[src/sv/fractional_baud_divisor_calc_assert.svh]
// Assertion macros shared by the divisor calculator modules.
// Each macro expands to one labeled concurrent assertion that is disabled during reset.
`ifndef FRACTIONAL_BAUD_DIVISOR_CALC_ASSERT_SVH
`define FRACTIONAL_BAUD_DIVISOR_CALC_ASSERT_SVH

// The consequent must hold in the same cycle as the antecedent.
`define FBDC_ASSERT_SAME(label, clk, rst_n, ante, cons, msg) \
    label: assert property (@(posedge clk) disable iff (!rst_n) (ante) |-> (cons)) \
        else $error(msg);

// The consequent must hold in the cycle after the antecedent.
`define FBDC_ASSERT_NEXT(label, clk, rst_n, ante, cons, msg) \
    label: assert property (@(posedge clk) disable iff (!rst_n) (ante) |=> (cons)) \
        else $error(msg);

`endif

[src/sv/fbdc_pkg.sv]
`default_nettype none

package fbdc_pkg;

    // Field widths.
    localparam int REF_W   = 27;
    localparam int BAUD_W  = 24;
    localparam int NUM_W   = 14;
    localparam int DEN_W   = 15;

    // The ratio is 18.12 fixed point and its raw value stays below 2^30 for valid requests.
    localparam int RATIO_W    = 30;
    localparam int FRAC_SHIFT = 12;
    localparam int HI_SPLIT   = RATIO_W - FRAC_SHIFT;

    // Denominator exponent, quotient bit index and shift amount widths.
    localparam int K_W   = 4;
    localparam int CNT_W = 5;
    localparam int SH_W  = 5;

    localparam logic [K_W-1:0]   K_MAX      = K_W'(15);
    localparam logic [CNT_W-1:0] TOP_SPLIT  = CNT_W'(15);
    localparam logic [SH_W-1:0]  TOP_OFFSET = SH_W'(13);
    localparam logic [SH_W-1:0]  SHIFT_BASE = SH_W'(16);

    localparam logic [REF_W-1:0] REF_CLOCK_RESET = REF_W'(40000000);

    // Commands from the controller to the datapath.
    typedef struct packed {
        logic             load;
        logic             div_step;
        logic [CNT_W-1:0] bit_idx;
        logic             norm;
        logic             reduce_step;
        logic             out_load;
    } t_cmd;

    // Status from the datapath to the controller.
    typedef struct packed {
        logic bad;
        logic reduce_done;
    } t_stat;

endpackage

`default_nettype wire

[src/sv/fbdc_if.sv]
`default_nettype none

// Channel that carries one requested baud rate word.
interface fbdc_in_if;
    import fbdc_pkg::*;

    logic              valid;
    logic              ready;
    logic [BAUD_W-1:0] baud_rate;

    modport source (output valid, output baud_rate, input ready);
    modport sink (input valid, input baud_rate, output ready);
endinterface

// Channel that carries one computed divisor word.
interface fbdc_out_if;
    import fbdc_pkg::*;

    logic             valid;
    logic             ready;
    logic [NUM_W-1:0] numerator_minus_one;
    logic [DEN_W-1:0] denominator_minus_one;
    logic             bad_request;

    modport source (
        output valid, output numerator_minus_one, output denominator_minus_one,
        output bad_request, input ready
    );
    modport sink (
        input valid, input numerator_minus_one, input denominator_minus_one,
        input bad_request, output ready
    );
endinterface

`default_nettype wire

[src/sv/fbdc_datapath.sv]
`default_nettype none

`include "fractional_baud_divisor_calc_assert.svh"

module fbdc_datapath (
    input  wire logic                      i_clk,
    input  wire logic                      i_rst_n,
    input  wire fbdc_pkg::t_cmd            i_cmd,
    output fbdc_pkg::t_stat                o_stat,
    input  wire logic [fbdc_pkg::BAUD_W-1:0] i_baud_rate,
    input  wire logic [fbdc_pkg::REF_W-1:0]  i_ref_clock_hz,
    output logic [fbdc_pkg::NUM_W-1:0]     o_num_m1,
    output logic [fbdc_pkg::DEN_W-1:0]     o_den_m1,
    output logic                           o_bad
);
    import fbdc_pkg::*;

    logic [BAUD_W-1:0]  r_baud;
    logic [BAUD_W-1:0]  r_rem;
    logic [RATIO_W-1:0] r_quo;
    logic               r_bad;
    logic               r_seen;
    logic [CNT_W-1:0]   r_top;
    logic [NUM_W-1:0]   r_num;
    logic [K_W-1:0]     r_k;
    logic [NUM_W-1:0]   r_out_num;
    logic [DEN_W-1:0]   r_out_den;
    logic               r_out_bad;

    logic [BAUD_W+1:0]  trial;
    logic               qbit;
    logic [SH_W-1:0]    shift_amt;
    logic [RATIO_W-1:0] ratio_shifted;
    logic [SH_W-1:0]    k_wide;

    // Restoring division step: subtract the divisor from the shifted remainder.
    assign trial = {1'b0, r_rem, r_quo[RATIO_W-1]} - {2'b00, r_baud};
    assign qbit  = ~trial[BAUD_W+1];

    // The numerator keeps 14 bits: shift by one at least, more when the ratio is large.
    assign shift_amt     = (r_seen && (r_top >= TOP_SPLIT)) ? (SH_W'(r_top) - TOP_OFFSET)
                                                            : SH_W'(1);
    assign ratio_shifted = r_quo >> shift_amt;
    assign k_wide        = SHIFT_BASE - shift_amt;

    // Datapath registers, updated by the commands from the controller.
    always_ff @(posedge i_clk) begin
        if (i_cmd.load) begin
            r_baud <= i_baud_rate;
            r_rem  <= BAUD_W'(i_ref_clock_hz[REF_W-1:HI_SPLIT]);
            r_quo  <= {i_ref_clock_hz[HI_SPLIT-1:0], {FRAC_SHIFT{1'b0}}};
            // A ratio of 2^30 or more shows as a high dividend part at or above the baud.
            r_bad  <= (i_baud_rate == '0)
                   || (BAUD_W'(i_ref_clock_hz[REF_W-1:HI_SPLIT]) >= i_baud_rate);
            r_seen <= 1'b0;
            r_top  <= '0;
        end
        if (i_cmd.div_step) begin
            r_rem <= qbit ? trial[BAUD_W-1:0] : {r_rem[BAUD_W-2:0], r_quo[RATIO_W-1]};
            r_quo <= {r_quo[RATIO_W-2:0], qbit};
            // The first quotient bit that is set marks the top bit of the ratio.
            if (qbit && !r_seen) begin
                r_seen <= 1'b1;
                r_top  <= i_cmd.bit_idx;
            end
        end
        if (i_cmd.norm) begin
            r_num <= ratio_shifted[NUM_W-1:0];
            r_k   <= k_wide[K_W-1:0];
            r_bad <= r_bad || (ratio_shifted[NUM_W-1:0] == '0);
        end
        if (i_cmd.reduce_step) begin
            r_num <= r_num >> 1;
            r_k   <= r_k - K_W'(1);
        end
        if (i_cmd.out_load) begin
            r_out_bad <= r_bad;
            r_out_num <= r_bad ? '0 : (r_num - NUM_W'(1));
            r_out_den <= r_bad ? '0 : ((DEN_W'(1) << r_k) - DEN_W'(1));
        end
    end

    // Status back to the controller.
    assign o_stat.bad         = r_bad;
    assign o_stat.reduce_done = r_num[0] || (r_k == '0);

    assign o_num_m1 = r_out_num;
    assign o_den_m1 = r_out_den;
    assign o_bad    = r_out_bad;

    `FBDC_ASSERT_SAME(a_reduce_allowed, i_clk, i_rst_n, i_cmd.reduce_step, (!r_num[0] && (r_k != '0)), "reduction step on odd numerator or unit denominator")
    `FBDC_ASSERT_NEXT(a_norm_width, i_clk, i_rst_n, i_cmd.norm, (r_bad || r_num[NUM_W-1] || (r_k == K_MAX)), "normalized numerator lost its top bit")
    `FBDC_ASSERT_SAME(a_out_nonzero, i_clk, i_rst_n, (i_cmd.out_load && !r_bad), (r_num != '0), "good word with zero numerator")

endmodule

`default_nettype wire

[src/sv/fbdc_ctrl.sv]
`default_nettype none

`include "fractional_baud_divisor_calc_assert.svh"

module fbdc_ctrl (
    input  wire logic            i_clk,
    input  wire logic            i_rst_n,
    input  wire logic            i_in_valid,
    output logic                 o_in_ready,
    output logic                 o_out_valid,
    input  wire logic            i_out_ready,
    output fbdc_pkg::t_cmd       o_cmd,
    input  wire fbdc_pkg::t_stat i_stat
);
    import fbdc_pkg::*;

    typedef enum logic [2:0] {
        S_IDLE,
        S_DIVIDE,
        S_NORM,
        S_REDUCE,
        S_FINISH
    } t_state;

    t_state           r_state;
    t_state           n_state;
    logic [CNT_W-1:0] r_cnt;
    logic [CNT_W-1:0] n_cnt;
    logic             r_out_valid;
    logic             n_out_valid;
    logic             slot_free;

    // The output register can take a word when it is empty or being drained.
    assign slot_free = !r_out_valid || i_out_ready;

    // Next state and commands.
    always_comb begin
        n_state     = r_state;
        n_cnt       = r_cnt;
        n_out_valid = r_out_valid && !i_out_ready;
        o_cmd       = '0;
        o_in_ready  = (r_state == S_IDLE);
        unique case (r_state)
            S_IDLE: begin
                if (i_in_valid) begin
                    o_cmd.load = 1'b1;
                    n_cnt      = CNT_W'(RATIO_W - 1);
                    n_state    = S_DIVIDE;
                end
            end
            S_DIVIDE: begin
                if (i_stat.bad) begin
                    n_state = S_FINISH;
                end else begin
                    o_cmd.div_step = 1'b1;
                    o_cmd.bit_idx  = r_cnt;
                    if (r_cnt == '0) begin
                        n_state = S_NORM;
                    end else begin
                        n_cnt = r_cnt - CNT_W'(1);
                    end
                end
            end
            S_NORM: begin
                o_cmd.norm = 1'b1;
                n_state    = S_REDUCE;
            end
            S_REDUCE: begin
                if (i_stat.bad || i_stat.reduce_done) begin
                    n_state = S_FINISH;
                end else begin
                    o_cmd.reduce_step = 1'b1;
                end
            end
            S_FINISH: begin
                if (slot_free) begin
                    o_cmd.out_load = 1'b1;
                    n_out_valid    = 1'b1;
                    n_state        = S_IDLE;
                end
            end
            default: begin
                n_state = S_IDLE;
            end
        endcase
    end

    // State, bit counter and output valid flag.
    always_ff @(posedge i_clk) begin
        if (!i_rst_n) begin
            r_state     <= S_IDLE;
            r_cnt       <= '0;
            r_out_valid <= 1'b0;
        end else begin
            r_state     <= n_state;
            r_cnt       <= n_cnt;
            r_out_valid <= n_out_valid;
        end
    end

    assign o_out_valid = r_out_valid;

    `FBDC_ASSERT_NEXT(a_start_divide, i_clk, i_rst_n, (i_in_valid && o_in_ready), ((r_state == S_DIVIDE) && (r_cnt == CNT_W'(RATIO_W - 1))), "accepted word did not start the division")
    `FBDC_ASSERT_NEXT(a_div_to_norm, i_clk, i_rst_n, ((r_state == S_DIVIDE) && (r_cnt == '0) && !i_stat.bad), (r_state == S_NORM), "last quotient bit did not lead to normalization")
    `FBDC_ASSERT_NEXT(a_finish_out, i_clk, i_rst_n, ((r_state == S_FINISH) && slot_free), (r_out_valid && (r_state == S_IDLE)), "finished word not presented")

endmodule

`default_nettype wire

[src/sv/fractional_baud_divisor_calc.sv]
// A request rejected at once skips the division and goes straight to the finish state.
// Otherwise a bit-serial quotient loop of 30 steps runs, then 0 to 13 reduction steps.
// A new word is accepted only in the idle state, not before the previous one is finished;
// it is accepted while the previous result still waits in the output register.
// Reset (synchronous, active low) idles the controller, empties the output
// register and sets the reference clock register to 40000000.
`default_nettype none

module fractional_baud_divisor_calc (
    input  wire logic                       i_clk,
    input  wire logic                       i_rst_n,
    input  wire logic                       i_cfg_wr_en,
    input  wire logic [fbdc_pkg::REF_W-1:0] i_cfg_wr_data,
    fbdc_in_if.sink                         i_in,
    fbdc_out_if.source                      o_out
);
    import fbdc_pkg::*;

    logic [REF_W-1:0] r_ref_clock_hz;
    t_cmd             cmd;
    t_stat            stat;

    // Reference clock configuration register.
    always_ff @(posedge i_clk) begin
        if (!i_rst_n) begin
            r_ref_clock_hz <= REF_CLOCK_RESET;
        end else if (i_cfg_wr_en) begin
            r_ref_clock_hz <= i_cfg_wr_data;
        end
    end

    // Sequencer for division, normalization and reduction.
    fbdc_ctrl u_ctrl (
        .i_clk       (i_clk),
        .i_rst_n     (i_rst_n),
        .i_in_valid  (i_in.valid),
        .o_in_ready  (i_in.ready),
        .o_out_valid (o_out.valid),
        .i_out_ready (o_out.ready),
        .o_cmd       (cmd),
        .i_stat      (stat)
    );

    // Divider, normalizer, reducer and output register.
    fbdc_datapath u_datapath (
        .i_clk          (i_clk),
        .i_rst_n        (i_rst_n),
        .i_cmd          (cmd),
        .o_stat         (stat),
        .i_baud_rate    (i_in.baud_rate),
        .i_ref_clock_hz (r_ref_clock_hz),
        .o_num_m1       (o_out.numerator_minus_one),
        .o_den_m1       (o_out.denominator_minus_one),
        .o_bad          (o_out.bad_request)
    );

endmodule

`default_nettype wire
[src/flat_wrapper.sv]
// flat-port wrapper written by rule: the top's interface ports become plain ports
module fractional_baud_divisor_calc_flat import fbdc_pkg::*;
  (i_clk, i_rst_n, i_cfg_wr_en, i_cfg_wr_data, i_in_valid, i_in_baud_rate, i_in_ready, o_out_valid, o_out_numerator_minus_one, o_out_denominator_minus_one, o_out_bad_request, o_out_ready);
  fbdc_in_if i_in_i ();
  fbdc_out_if o_out_i ();
  input  wire logic i_clk;
  input  wire logic i_rst_n;
  input  wire logic i_cfg_wr_en;
  input  wire logic [fbdc_pkg::REF_W-1:0] i_cfg_wr_data;
  input wire logic [$bits(i_in_i.valid)-1:0] i_in_valid;
  input wire logic [$bits(i_in_i.baud_rate)-1:0] i_in_baud_rate;
  output wire logic [$bits(i_in_i.ready)-1:0] i_in_ready;
  output wire logic [$bits(o_out_i.valid)-1:0] o_out_valid;
  output wire logic [$bits(o_out_i.numerator_minus_one)-1:0] o_out_numerator_minus_one;
  output wire logic [$bits(o_out_i.denominator_minus_one)-1:0] o_out_denominator_minus_one;
  output wire logic [$bits(o_out_i.bad_request)-1:0] o_out_bad_request;
  input wire logic [$bits(o_out_i.ready)-1:0] o_out_ready;
  assign i_in_i.valid = i_in_valid;
  assign i_in_i.baud_rate = i_in_baud_rate;
  assign i_in_ready = i_in_i.ready;
  assign o_out_valid = o_out_i.valid;
  assign o_out_numerator_minus_one = o_out_i.numerator_minus_one;
  assign o_out_denominator_minus_one = o_out_i.denominator_minus_one;
  assign o_out_bad_request = o_out_i.bad_request;
  assign o_out_i.ready = o_out_ready;
  fractional_baud_divisor_calc u_core (.i_clk(i_clk), .i_rst_n(i_rst_n), .i_cfg_wr_en(i_cfg_wr_en), .i_cfg_wr_data(i_cfg_wr_data), .i_in(i_in_i), .o_out(o_out_i));
endmodule
[config.mk]
export PLATFORM = sky130hd
export DESIGN_NAME = fractional_baud_divisor_calc_flat
export DESIGN_NICKNAME = d
export VERILOG_FILES = /design/src/sv/fbdc_pkg.sv /design/src/sv/fbdc_if.sv /design/src/sv/fbdc_datapath.sv /design/src/sv/fbdc_ctrl.sv /design/src/sv/fractional_baud_divisor_calc.sv /design/src/flat_wrapper.sv
export VERILOG_INCLUDE_DIRS = /design/src /design/src/sv
export SDC_FILE = /design/constraint.sdc
export NUM_CORES = 1
export LEC_CHECK = 0
export ABC_AREA = 0
export BUFFER_PORTS_ARGS = -buffer_cell sky130_fd_sc_hd__buf_2
export CORE_MARGIN = 1.5
export CORE_UTILIZATION = 47
export CTS_CLUSTER_DIAMETER = 30
export CTS_CLUSTER_SIZE = 12
export DETAILED_ROUTE_END_ITERATION = 7
export GPL_ROUTABILITY_DRIVEN = 0
export PLACE_DENSITY = 0.74
export SYNTH_ARGS = -nofsm -noshare
export SYNTH_HDL_FRONTEND = slang
export SYNTH_SLANG_ARGS = --single-unit
[constraint.sdc]
create_clock -name i_clk -period 2.9 [get_ports i_clk]
set_input_delay 0.145 -clock i_clk [delete_from_list [all_inputs] [get_ports i_clk]]
set_output_delay 0.145 -clock i_clk [all_outputs]
set_load 0.005 [all_outputs]
-- After elaboration in Yosys (flattened, before gate mapping)
Index checks and enable logic that the tools add are counted.
Widths: inputs -> output; s select.
- magnitude comparators: 2
- bitwise operators: 1
- add/subtract/negate cells: 7
- shift operators: 2
- equality and inequality tests: 10
- reductions and logical operators: 22
- muxes and demuxes: 39
- operators with widths (operator ; number):
    $mux 24 ; 3
    $mux 30 ; 2
    $mux 5 ; 7
    $shr 30x5->14 ; 1
    $mux 13 ; 2
    $sub 25x24->26 ; 1
    $ge 9x24->1 ; 1
    $logic_not 24->1 ; 1
    $mux 3 ; 5
    $pmux 3 s5 ; 1
    $shl 1x4->15 const A ; 1
    $sub 15x1->15 const B ; 1
    $logic_not 14->1 ; 1
    $mux 1 ; 14
    $sub 14x1->14 const B ; 1
    $mux 6 ; 2
    $ne 2x2->1 const B ; 5
    $pmux 5 s2 ; 1
    $mux 4 ; 2
    $reduce_and 4->1 ; 2
    $reduce_bool 2->1 ; 4
    $eq 3x2->1 const B ; 2
    $ge 5x4->1 const B ; 1
    $logic_not 5->1 ; 1
    13 further kinds ; 21
- output and inout port bits: 32
- input bits: 56
- register bits after elaboration: 169

-- Depth between registers and ports, before layout
- depth in word-level cells: 7
- gate-level depth with buffers: 15
- depth with buffers taken out: 13

-- Cells and area by module
A second synthesis with hierarchy kept.
- cell total of the unflattened synthesis: 1158
- area, all modules: 11220.8 um^2
- modules (own cells, without submodules) (module ; area each (um^2) ; cells each ; times used ; sequential area each (um^2)):
    fbdc_datapath ; 9645.5 ; 1005 ; 1 ; 3923.8
    fractional_baud_divisor_calc ; 1019.7 ; 86 ; 1 ; 540.5
    fbdc_ctrl ; 555.5 ; 67 ; 1 ; 180.2

-- Least setup slack after synthesis
No wires, ideal clock.
- kind: register to register
- from: register u_core.u_ctrl.r_state[1]
- to: register u_core.u_datapath.r_quo[0] (enable)
- slack: -94 ps
- library setup time: 622 ps
- cell stages (with the launch flop): 7
- buffers on the path: 3
- arrival: 2372 ps
- data required time: 2278 ps
- path through: dfxtp_1 -> clkbuf_1 -> nor2_1 -> nand2_1 -> clkbuf_1 -> buf_1 -> nand2_1
- word-level cells in the longest chain between the ends: 3
- elaborated cells between the ends (all ways): 5
- classes of those cells: eq/ne: 1; mux: 2; reduce/logical: 2
- RTL lines (item ; RTL line ; RTL):
    start, declared ; fbdc_ctrl.sv:25 ; t_state r_state;
    start signal, assigned ; fbdc_ctrl.sv:95 ; r_state <= n_state;
    $eq 3x1->1 or $logic_not 3->1 (tied branches) ; fbdc_ctrl.sv:43 ; unique case (r_state)
    $mux 6 or $mux 1 (tied branches) ; fbdc_ctrl.sv:43 ;
    $reduce_bool 2->1 (no line) * ; - ;
    end signal, assigned ; fbdc_datapath.sv:51 ; r_quo <= {i_ref_clock_hz[HI_SPLIT-1:0], {FRAC_SHIFT{1'b0}}};
    end signal, assigned ; fbdc_datapath.sv:60 ; r_quo <= {r_quo[RATIO_W-2:0], qbit};
    end, declared ; fbdc_datapath.sv:20 ; logic [RATIO_W-1:0] r_quo;
Every way passes the cells marked *; elsewhere a longest branch is shown, timed or not.
A chain may end at the register's enable or synchronous reset.

-- Worst setup path after layout
- from: register u_core.u_datapath.r_rem[0]
- to: register u_core.u_datapath.r_rem[21], data pin
- word-level cells in the longest chain between the ends: 3
- RTL lines (item ; RTL line ; RTL):
    start, declared ; fbdc_datapath.sv:19 ; logic [BAUD_W-1:0] r_rem;
    start signal, assigned ; fbdc_datapath.sv:50 ; r_rem <= BAUD_W'(i_ref_clock_hz[REF_W-1:HI_SPLIT]);
    start signal, assigned ; fbdc_datapath.sv:59 ; r_rem <= qbit ? trial[BAUD_W-1:0] : {r_rem[BAUD_W-2:0], r_quo[RATIO_W-1]};
    $sub 25x24->26 ; fbdc_datapath.sv:37 ; assign trial = {1'b0, r_rem, r_quo[RATIO_W-1]} - {2'b00, r_baud};
    $mux 24 ; fbdc_datapath.sv:59 ;
    $mux 24 ; fbdc_datapath.sv:58 ; if (i_cmd.div_step) begin
Every way passes these cells.

==> impl_metrics.py <==
metrics = {
    "outcome": {
        "status": "finished, violations left",
        "violations_in_the_final_reports": "negative setup slack",
    },
    "global_route": {
        "largest_net_degree_at_the_start_of_global_routing": 51,
        "track_usage": 0.2420,
        "grt_first_pass_wirelength_microns": 46190,
        "grt_overflow_total": 0,
        "first_global_vias": 9228,
        "initial_antenna_violation_count": 0,
    },
    "layout": {
        "final_common_cell": "sky130_fd_sc_hd__nand2_1",
        "antennaDiodeCount": 0,
        "nNetsFinal": 1494,
        "n_fill_cell": 1795,
        "layout.cells.most_common_list": "176 x sky130_fd_sc_hd__nand2_1, 131 x sky130_fd_sc_hd__buf_4, 126 x sky130_fd_sc_hd__edfxtp_1",
        "final_layout_size_suffix_gt1_frac": 0.2605,
        "syn_to_final_growth_pct": 29.28,
    },
    "timing": {
        "setup-tns-final_ns": -1.071,
        "timing.max_slew.rel_slack": 0.4666,
        "final-setup-viol-count": 26,
        "report.final.hold_viol_count": 0,
        "final_min_period_over_clock_period": 1.031,
        "finalWorstSetupSlack_ns": -0.08955,
        "fmaxAchievable_mhz": 334.5,
        "timing_worst_slew_pin_value_ns": 0.8001,
        "final-max-slew-violation-count": 0,
        "worst_clock_skew_ns": 0.01119,
        "min_period_ns": 2.990,
        "rsz0062_at_grt": "yes",
        "worst_hold_margin_ns": 0.008109,
    },
    "placed_design": {
        "pre_cts_slack_ns": -0.2416,
        "dp.final_hpwl_microns": 19360,
        "buffer_ports.inserted": 87,
    },
    "die": {
        "floorplan.die.width_microns": 154.3,
        "fp.dieH_microns": 154.3,
        "boundaryPins": 88,
        "floorplan.die_area_sq_um": 23790,
        "floorplan.initialDensity": 0.4764,
        "core_area_sq_um": 22570,
        "floorplan.rows": 55,
    },
    "synthesis": {
        "synth_fp_nets": 1248,
        "syn_area_sq_um": 10750,
        "ys_async_sr_fraction": 0,
        "synthCells": 1146,
        "ys_seq_elements": 169,
        "ys_dominant_reg_cell": "sky130_fd_sc_hd__edfxtp_1",
        "synth_warnings": 0,
        "synth_edf_count": 126,
        "synthesis.area_per_instance_sq_um": 9.383,
        "synth_cell_types": 92,
        "synth_seq_area_share": 0.4319,
    },
    "critical_path": {
        "critical-path-max-stage-delay_ns": 0.47,
        "rr_startpoint": "u_core.u_datapath.r_rem[0]",
        "critical_path.most_common_cell": "sky130_fd_sc_hd__o2111ai_2",
        "arrival_ns": 3.28,
        "critical_path_class": "register to register",
        "setup.worst_path.start": "u_core.u_datapath.r_rem[0]",
        "crit_path_max_fanout": 7,
        "worst_setup_path_start_kind": "register",
        "crit_path_end_kind": "register",
        "critical_path.top_delay_family": "compound AO/OA/AOI/OAI gates",
        "cp_num_buf_inv": 0,
        "slowest_stage": "sky130_fd_sc_hd__or4_1",
        "critical_path.cell_chain": "ha_1 -> nor2b_4 -> o2111ai_2 -> a41oi_2 -> o2111ai_2 -> a211oi_2 -> o31a_1 -> o21ai_4 -> and2_4 -> or4_1 -> a21oi_1",
        "worst_ep_required_time_ns": 3.19,
    },
    "clock_tree": {
        "cts_made_buffers": 17,
        "max-clock-path-buffers": 2,
        "cts_root_buf": "sky130_fd_sc_hd__clkbuf_16",
        "cts_htree_levels": 4,
        "clkTransAtPathRegs_ns": 0.07,
        "clock_tree_from_tritoncts": "yes",
        "cts.sink_count": 169,
        "worst_skew_pair.late_latency_ns": 0.45,
    },
    "drt": {
        "remaining_routing_drc_violations": 0,
        "initial_drc_count": 1012,
        "first_pass_iters": 5,
        "number_of_routed_nets_with_antenna_violations": 0,
        "routed_wirelength_microns": 30260,
        "routed-via-count": 9901,
        "viasPerCell": 5.859,
        "routed_wire_length_per_instance_microns": 17.91,
    },
    "hold_path": {
        "min_from": "i_cfg_wr_data[19]",
        "worstHoldPathType": "primary input to register",
    },
    "power_and_ir_drop": {
        "power_leakage_nw": 5.909,
        "power_mw": 8.584,
        "p_per_area_nw_per_um2": 617.5,
        "peakVddDrop_uv": 466.2,
    },
    "run": {
        "cap_viol_max_count": 0,
    },
}
-- cell usage after synthesis (all sizes together) (12+ instances only) --
library cell  instances  area share
a21o                 14       0.010
nor3                 22       0.013
and3                 23       0.013
nand2b               12      0.0070
buf                  28       0.018
clkbuf               33       0.012
dfxtp                43       0.080
nand3                17      0.0095
o211ai               15       0.010
mux2i                61       0.057
inv                  59       0.021
nor2                 95       0.034
nand2               180       0.063
o21ai                49       0.023
nand4                12      0.0084
edfxtp              126        0.35
nor2b                26       0.015
mux2                 17       0.018
a21oi                97       0.047
ha                   45       0.052
xnor2                27       0.024
-- metal layers --
metal	GRT usage	up-vias	wire length, microns
met5	0	-	0
met1	0.3255	4649	12860
li1	-	4635	-
met3	0.04763	90	2374
met2	0.3840	527	14120
met4	0.09936	0	912
-- state kept, by name, indices dropped and copies added (netlist names), 5 cells and up --
signal,count
u_core.r_ref_clock_hz,27
u_core.u_ctrl.r_cnt,5
u_core.u_datapath.r_baud,24
u_core.u_datapath.o_den_m1,15
u_core.u_datapath.o_num_m1,14
u_core.u_datapath.r_quo,30
u_core.u_datapath.r_num,14
u_core.u_datapath.r_top,5
u_core.u_datapath.r_rem,24
-- final timing paths --
check                                                    to  slack [ns]  cells past startpoint
worst max-delay path            u_core.u_datapath.r_rem[21]       -0.09                     11
worst min-delay path              u_core.r_ref_clock_hz[19]       0.008                      3
worst max register to register  u_core.u_datapath.r_rem[21]       -0.09                     11
worst min register to register    u_core.r_ref_clock_hz[17]        0.49                      2
-- repair_timing --
| item | CTS | global route |
|---|---|---|
| hold endpoints to repair | 50 | 0 |
| buffers inserted | 9 | 18 |
| gates cloned | 3 | 5 |
| hold buffers | 50 | 0 |
| gates resized for setup | 23 | 63 |
| pin swaps | 12 | 37 |
| setup endpoints to repair | 35 | 42 |
-- through the flow --
stage                     instance area, sq um  instances  utilization
after detailed placement                 12160       1574       0.5389
after CTS                                13430       1668       0.5952
after global routing                     13900       1690       0.6159
after global placement                   12160       1574       0.5389
final                                    13900       1690       0.6159
after floorplan                          10760       1146            -
-- final cells by class --
cell class / instances / area [sq um] / share of cell area
Clock buffer: 17 / 425.4 / 0.03060
Tap cell: 285 / 356.6 / 0.02565
Timing Repair Buffer: 284 / 2158 / 0.1553
Inverter: 60 / 230.2 / 0.01656
Clock inverter: 15 / 130.1 / 0.009361
Sequential cell: 169 / 4657 / 0.3350
Multi-Input combinational cell: 860 / 5943 / 0.4275
-- where the power goes --
part / total, mW / switching, mW / internal (mW)
Sequential: 3.30 / 0.297 / 3.00
Clock: 2.16 / 1.04 / 1.13
Combinational: 3.12 / 1.70 / 1.42
-- logic make-up (layout without fill, tap and decap cells) --
| family | after synthesis | count (layout) | synth area share |
|---|---|---|---|
| adders and majority gates | 46 | 46 | 0.05422 |
| and+or+nand+nor | 435 | 439 | 0.1960 |
| AOI/OAI and AO/OA | 258 | 258 | 0.1577 |
| buffers and inverters | 121 | 376 | 0.05015 |
| DFF | 169 | 169 | 0.4319 |
| muxes | 79 | 79 | 0.07668 |
| xor gates and xnor gates | 38 | 38 | 0.03340 |
-- tightest hold or removal path: stages --
cell                      delay [ns]
sky130_fd_sc_hd__buf_2          0.09
sky130_fd_sc_hd__mux2i_1        0.08
sky130_fd_sc_hd__nor2b_1        0.10
No activity file was read; power rests on OpenSTA's default activity.
